$ cat src/utf8d_pkg.sv
// Shared widths, continuation counts, step result type and lead decode functions.
package utf8d_pkg;

  localparam int ByteW  = 8;
  localparam int AfterW = 2;
  localparam int CpW    = 21;
  localparam int CntW   = 2;

  // Number of continuation bytes a lead byte calls for; none also marks an invalid lead.
  localparam logic [CntW-1:0] NeedNone  = 2'd0;
  localparam logic [CntW-1:0] NeedOne   = 2'd1;
  localparam logic [CntW-1:0] NeedTwo   = 2'd2;
  localparam logic [CntW-1:0] NeedThree = 2'd3;

  // Outcome of one byte: optional code point and the next decoder state.
  typedef struct packed {
    logic            emit;
    logic [CpW-1:0]  code_point;
    logic [CntW-1:0] pending;
    logic [CpW-1:0]  accum;
  } step_t;

  // Continuation bytes needed after a lead byte of 0x80 or above.
  function automatic logic [CntW-1:0] lead_need(input logic [ByteW-1:0] b);
    logic [CntW-1:0] need;
    unique case (b) inside
      [8'hC0:8'hDF]: need = NeedOne;
      [8'hE0:8'hEF]: need = NeedTwo;
      [8'hF0:8'hF7]: need = NeedThree;
      default:       need = NeedNone;
    endcase
    return need;
  endfunction

  // Payload bits carried by a lead byte, zero extended to a code point.
  function automatic logic [CpW-1:0] lead_bits(input logic [ByteW-1:0] b);
    logic [CpW-1:0] bits;
    unique case (b) inside
      [8'hC0:8'hDF]: bits = {{(CpW-5){1'b0}}, b[4:0]};
      [8'hE0:8'hEF]: bits = {{(CpW-4){1'b0}}, b[3:0]};
      [8'hF0:8'hF7]: bits = {{(CpW-3){1'b0}}, b[2:0]};
      default:       bits = '0;
    endcase
    return bits;
  endfunction

endpackage

$ cat src/utf8d_step.sv
// Combinational decode of one byte against the current sequence state.
module utf8d_step (
  input  logic [utf8d_pkg::CntW-1:0]   pending_i,
  input  logic [utf8d_pkg::CpW-1:0]    accum_i,
  input  logic [utf8d_pkg::ByteW-1:0]  byte_i,
  input  logic [utf8d_pkg::AfterW-1:0] after_i,
  output utf8d_pkg::step_t             step_o
);

  logic [utf8d_pkg::CpW-1:0]  shifted;
  logic [utf8d_pkg::CntW-1:0] need;

  // Append the low six bits of a continuation byte.
  assign shifted = {accum_i[utf8d_pkg::CpW-7:0], byte_i[5:0]};
  assign need    = utf8d_pkg::lead_need(byte_i);

  // Continuation, ASCII, invalid or truncated lead, or start of a sequence.
  always_comb begin
    step_o            = '0;
    step_o.pending    = pending_i;
    step_o.accum      = accum_i;
    if (pending_i != utf8d_pkg::NeedNone) begin
      step_o.pending = pending_i - 1'b1;
      if (pending_i == utf8d_pkg::NeedOne) begin
        step_o.emit       = 1'b1;
        step_o.code_point = shifted;
        step_o.accum      = '0;
      end else begin
        step_o.accum = shifted;
      end
    end else if (!byte_i[utf8d_pkg::ByteW-1]) begin
      step_o.emit       = 1'b1;
      step_o.code_point = {{(utf8d_pkg::CpW-utf8d_pkg::ByteW){1'b0}}, byte_i};
    end else if ((need == utf8d_pkg::NeedNone) || (after_i < need)) begin
      step_o.emit       = 1'b1;
      step_o.code_point = '0;
    end else begin
      step_o.accum   = utf8d_pkg::lead_bits(byte_i);
      step_o.pending = need;
    end
  end

endmodule

$ cat src/utf8_byte_stream_decoder_core.sv
// An accepted byte passes the input register, then the output register, before reaching out_*.
// Throughput: one byte per cycle unless out_stall holds a full output register; the input
// register feeds the decode logic and the output register, and the sequence state updates in
// the same cycle a byte leaves the input register. Non-final bytes of a sequence give no output.
// Reset (synchronous, rst_n low) empties both registers and returns the decoder to idle.
module utf8_byte_stream_decoder_core (
  input  logic                          clk,
  input  logic                          rst_n,
  input  logic                          in_valid,
  output logic                          in_stall,
  input  logic [utf8d_pkg::ByteW-1:0]   in_byte,
  input  logic [utf8d_pkg::AfterW-1:0]  in_bytes_after,
  output logic                          out_valid,
  input  logic                          out_stall,
  output logic [utf8d_pkg::CpW-1:0]     out_code_point
);

  logic                          s1_valid_r, s1_valid_nxt;
  logic [utf8d_pkg::ByteW-1:0]   s1_byte_r, s1_byte_nxt;
  logic [utf8d_pkg::AfterW-1:0]  s1_after_r, s1_after_nxt;
  logic [utf8d_pkg::CntW-1:0]    pending_r, pending_nxt;
  logic [utf8d_pkg::CpW-1:0]     accum_r, accum_nxt;
  logic                          out_valid_r, out_valid_nxt;
  logic [utf8d_pkg::CpW-1:0]     out_code_point_r, out_code_point_nxt;
  logic                          out_free;
  logic                          s1_go;
  utf8d_pkg::step_t              step;

  // The output register can take a new transaction when empty or being drained.
  assign out_free = !out_valid_r || !out_stall;
  assign s1_go    = s1_valid_r && out_free;
  assign in_stall = s1_valid_r && !out_free;

  utf8d_step u_step (
    .pending_i (pending_r),
    .accum_i   (accum_r),
    .byte_i    (s1_byte_r),
    .after_i   (s1_after_r),
    .step_o    (step)
  );

  // Next values for the input register, sequence state and output register.
  always_comb begin
    s1_valid_nxt       = s1_valid_r;
    s1_byte_nxt        = s1_byte_r;
    s1_after_nxt       = s1_after_r;
    pending_nxt        = pending_r;
    accum_nxt          = accum_r;
    out_valid_nxt      = out_valid_r;
    out_code_point_nxt = out_code_point_r;
    if (!in_stall) begin
      s1_valid_nxt = in_valid;
      s1_byte_nxt  = in_byte;
      s1_after_nxt = in_bytes_after;
    end
    if (s1_go) begin
      pending_nxt = step.pending;
      accum_nxt   = step.accum;
    end
    if (out_free) begin
      out_valid_nxt = s1_go && step.emit;
      if (s1_go && step.emit) begin
        out_code_point_nxt = step.code_point;
      end
    end
  end

  // Control and sequence state are cleared by reset; payload registers are not.
  always_ff @(posedge clk) begin
    if (!rst_n) begin
      s1_valid_r  <= 1'b0;
      pending_r   <= utf8d_pkg::NeedNone;
      accum_r     <= '0;
      out_valid_r <= 1'b0;
    end else begin
      s1_valid_r  <= s1_valid_nxt;
      pending_r   <= pending_nxt;
      accum_r     <= accum_nxt;
      out_valid_r <= out_valid_nxt;
    end
    s1_byte_r        <= s1_byte_nxt;
    s1_after_r       <= s1_after_nxt;
    out_code_point_r <= out_code_point_nxt;
  end

  assign out_valid      = out_valid_r;
  assign out_code_point = out_code_point_r;

  // The accumulator is empty whenever no sequence is open.
  a_idle_accum_zero: assert property (@(posedge clk) disable iff (!rst_n)
    (pending_r == utf8d_pkg::NeedNone) |-> (accum_r == '0))
    else $error("accumulator not empty while idle");

  // A partial value never holds more bits than the bytes seen so far allow.
  a_accum_three: assert property (@(posedge clk) disable iff (!rst_n)
    (pending_r == utf8d_pkg::NeedThree) |-> (accum_r[utf8d_pkg::CpW-1:3] == '0))
    else $error("partial value too wide with three bytes pending");

  a_accum_two: assert property (@(posedge clk) disable iff (!rst_n)
    (pending_r == utf8d_pkg::NeedTwo) |-> (accum_r[utf8d_pkg::CpW-1:9] == '0))
    else $error("partial value too wide with two bytes pending");

  a_accum_one: assert property (@(posedge clk) disable iff (!rst_n)
    (pending_r == utf8d_pkg::NeedOne) |-> (accum_r[utf8d_pkg::CpW-1:15] == '0))
    else $error("partial value too wide with one byte pending");

  // An ASCII byte seen while idle comes out unchanged in the next cycle.
  a_ascii_pass: assert property (@(posedge clk) disable iff (!rst_n)
    (s1_go && (pending_r == utf8d_pkg::NeedNone) && !s1_byte_r[utf8d_pkg::ByteW-1])
    |=> (out_valid_r && (out_code_point_r[utf8d_pkg::ByteW-1:0] == $past(s1_byte_r))
         && (out_code_point_r[utf8d_pkg::CpW-1:utf8d_pkg::ByteW] == '0)))
    else $error("ASCII byte not passed through");

endmodule

$ cat config.mk
export PLATFORM = sky130hd
export DESIGN_NAME = utf8_byte_stream_decoder_core
export DESIGN_NICKNAME = d
export VERILOG_FILES = /design/src/utf8d_pkg.sv /design/src/utf8d_step.sv /design/src/utf8_byte_stream_decoder_core.sv
export SDC_FILE = /design/constraint.sdc
export NUM_CORES = 1
export LEC_CHECK = 0
export ABC_AREA = 0
export BUFFER_PORTS_ARGS = -buffer_cell sky130_fd_sc_hd__buf_2
export CORE_MARGIN = 2
export CORE_UTILIZATION = 41
export DETAILED_ROUTE_END_ITERATION = 6
export SYNTH_ARGS = -nofsm -noshare
export SYNTH_HDL_FRONTEND = slang
export SYNTH_HIERARCHICAL = 1
export SYNTH_SLANG_ARGS = --single-unit
$ cat constraint.sdc
create_clock -name clk -period 4.1 [get_ports clk]
set_input_delay 0.41 -clock clk [delete_from_list [all_inputs] [get_ports clk]]
set_output_delay 0.41 -clock clk [all_outputs]
set_load 0.01 [all_outputs]
==> run_results.csv <==
group,metric,value,unit
place,gp_congestion,0.826,
cells_and_area,nets,230,
cells_and_area,diodes,0,
detailed_routing,routed_wl,3800,um
clock_network,cts_made_buffers,5,
worst_hold_path,holdPathEnd,"s1_byte_r[6]$_DFFE_PN_",
die,die_y,77.1,um
worst_setup_path,end_kind,"register",
die,num_rows,26,
timing,slew_headroom,48.9,%
global_route,grt_pass1_wl,6370,um
synth,ys_warn_count,6,
worst_setup_path,ff2ff_setup_slack,1670,ps
clock_network,clkLatencyLatePin,290,ps
detailed_routing,drtIter0Drc,57,
place,dp_hpwl,2450,um
worst_setup_path,regToRegStartpoint,"s1_byte_r[5]$_DFFE_PN_",
global_route,grt_max_degree,37,
clock_network,htreeDepth,2,
run_status,status,"finished, final reports clean",
place,pre_cts_ws,1690,ps
place,placed_cells,278,
worst_setup_path,worstPathRequired,4140,ps
cells_and_area,register_area,0.00131,sq mm
die,core_region_area,0.00514,sq mm
detailed_routing,via_count,1450,
die,dieWidth,77.1,um
job,max_cap_viol_count,0,
die,ios,37,
clock_network,cts_root_buffer,"clkbuf_8",
timing,finalMaxSlewViolations,0,
place,numPortBuffers,36,
timing,whs,284,ps
worst_setup_path,worst-path-max-fanout,21,
detailed_routing,drc,0,
worst_setup_path,r2r_end,"out_code_point[15]$_DFFE_PP_",
clock_network,cts.repair.resized,0,
cells_and_area,multiInputGateArea,776,sq um
timing,max_freq,412,MHz
timing,skew,4.01,ps
cells_and_area,synthToLayoutAreaGrowth,13.4,%
detailed_routing,via_per_inst,5.07,
worst_hold_path,hp-class,"primary input to register",
synth,synth_area_per_cell,11.8,sq um
clock_network,post-cts-setup-buffers,0,
die,start_util,42.6,%
global_route,grt_usage,13.5,%
synth,syn-cell-area,0.00219,sq mm
detailed_routing,dr.pass1.iters,4,
global_route,antenna_found_initial,0,
clock_network,tritoncts,"done",
global_route,grt_pass1_vias,1367,
worst_setup_path,worst_setup_path_start_kind,"register",
die,die_area,0.00594,sq mm
pwr,pwr_density_cell,387,mW/mm^2
cells_and_area,fin_area,0.00248,sq mm
timing,final-setup-viol-count,0,
timing,period_needed,2430,ps
global_route,overflow,0,
clock_network,cts_sinks,50,
place,place_area,0.00238,sq mm
cells_and_area,drive_above_1_share,21.8,%
timing,finalHoldViolCount,0,
worst_hold_path,worstHoldStart,"in_byte[6]",
pwr,p_leak,0.979,nW
worst_setup_path,r2r_cells,8,
timing,tightestPinTransition,764,ps
detailed_routing,drtAntennaViolNets,0,
synth,syn_nets,200,
worst_hold_path,hold_depth,1,
timing,finalCritPeriodShare,59.2,%
cells_and_area,final_cells,286,
synth,netlist_instances,185,
timing,timing.final.ws_setup,1670,ps
clock_network,holdBufCountCts,0,
cells_and_area,fillerInstances,489,
timing,rsz0062_at_grt,"no",
clock_network,clock_path_buffers,2,
pwr,ir_drop,0.155,mV
worst_setup_path,crit_arrival,2460,ps
worst_setup_path,path_class,"register to register",
timing,finalSetupTns,0,ps
clock_network,clk_pin_slew,80,ps
detailed_routing,wire_per_inst,13.3,um
cell type report:
cell class	instances	area share [%]
sequential	50	52.8
inverter	4	0.605
clock inverter	1	1.21
tap	70	3.53
timing repair buffer	37	7.56
multi-input combinational	117	31.2
clock buffer	7	3.07
registers in the layout, summed over array words and instances (netlist names):
name,cells
pending_r,2
s1_valid_r,1
accum_r,15
s1_byte_r,8
out_code_point,21
s1_after_r,2
out_valid,1
how the worst max path moves through the flow:
stage	depth (start not counted)	startpoint	slack [ps]	to
finish	8	s1_byte_r[5]$_DFFE_PN_	1670	out_code_point[15]$_DFFE_PP_
global route	8	s1_byte_r[5]$_DFFE_PN_	1460	out_code_point[15]$_DFFE_PP_
CTS	9	s1_byte_r[4]$_DFFE_PN_	1660	out_code_point[2]$_DFFE_PP_
detailed placement	9	s1_byte_r[4]$_DFFE_PN_	1690	out_code_point[2]$_DFFE_PP_
global placement	9	s1_byte_r[4]$_DFFE_PN_	1750	out_code_point[5]$_DFFE_PP_
floorplan	8	s1_byte_r[4]$_DFFE_PN_	1200	out_code_point[0]$_DFFE_PP_
metal layers:
metal  GRT usage, %  vias to the layer above  routed length, um
met5              0                        -                  0
met4           4.82                        0                 55
met3           3.53                        7                135
met2           24.4                       29               1880
met1           15.5                      688               1730
li1               -                      726                  -
through the flow:
stage | util, % | power, W
2_1_floorplan | - | 0.000624
3_3_place_gp | 46.3 | 0.000644
3_5_place_dp | 46.3 | 0.000644
4_1_cts | 48.3 | 0.000975
5_1_grt | 48.3 | 0.00100
6_report | 48.3 | 0.000962
critical path, cell delays in order, from the launching register on:
cell       delay (ps)
edfxtp_1          520
nand4_1           180
ha_1              340
o2111ai_2         150
o31ai_1           520
inv_1              80
nand2_1           110
a21oi_2            30
buf_4             220
where the power goes:
part / leakage [nW] / switching (W) / internal, W
clock: 0.0524 / 0.000148 / 0.000182
combinational: 0.466 / 0.0000404 / 0.0000280
sequential: 0.460 / 0.0000116 / 0.000551
cells in the final DEF (no fill, tap or decap), types with 2 or more instances in the layout:
cell      count
nor2_1        3
a221o_1       2
and3_1       14
clkbuf_8      5
clkbuf_1      2
and2_1        7
buf_2        36
nand2_1      37
a21oi_1       4
nand3_1       2
a22o_1       14
nand2b_1      2
a21boi_0      2
inv_1         4
edfxtp_1     31
mux2i_1      17
dfxtp_1      19
No activity file was read; power rests on OpenSTA's default activity.
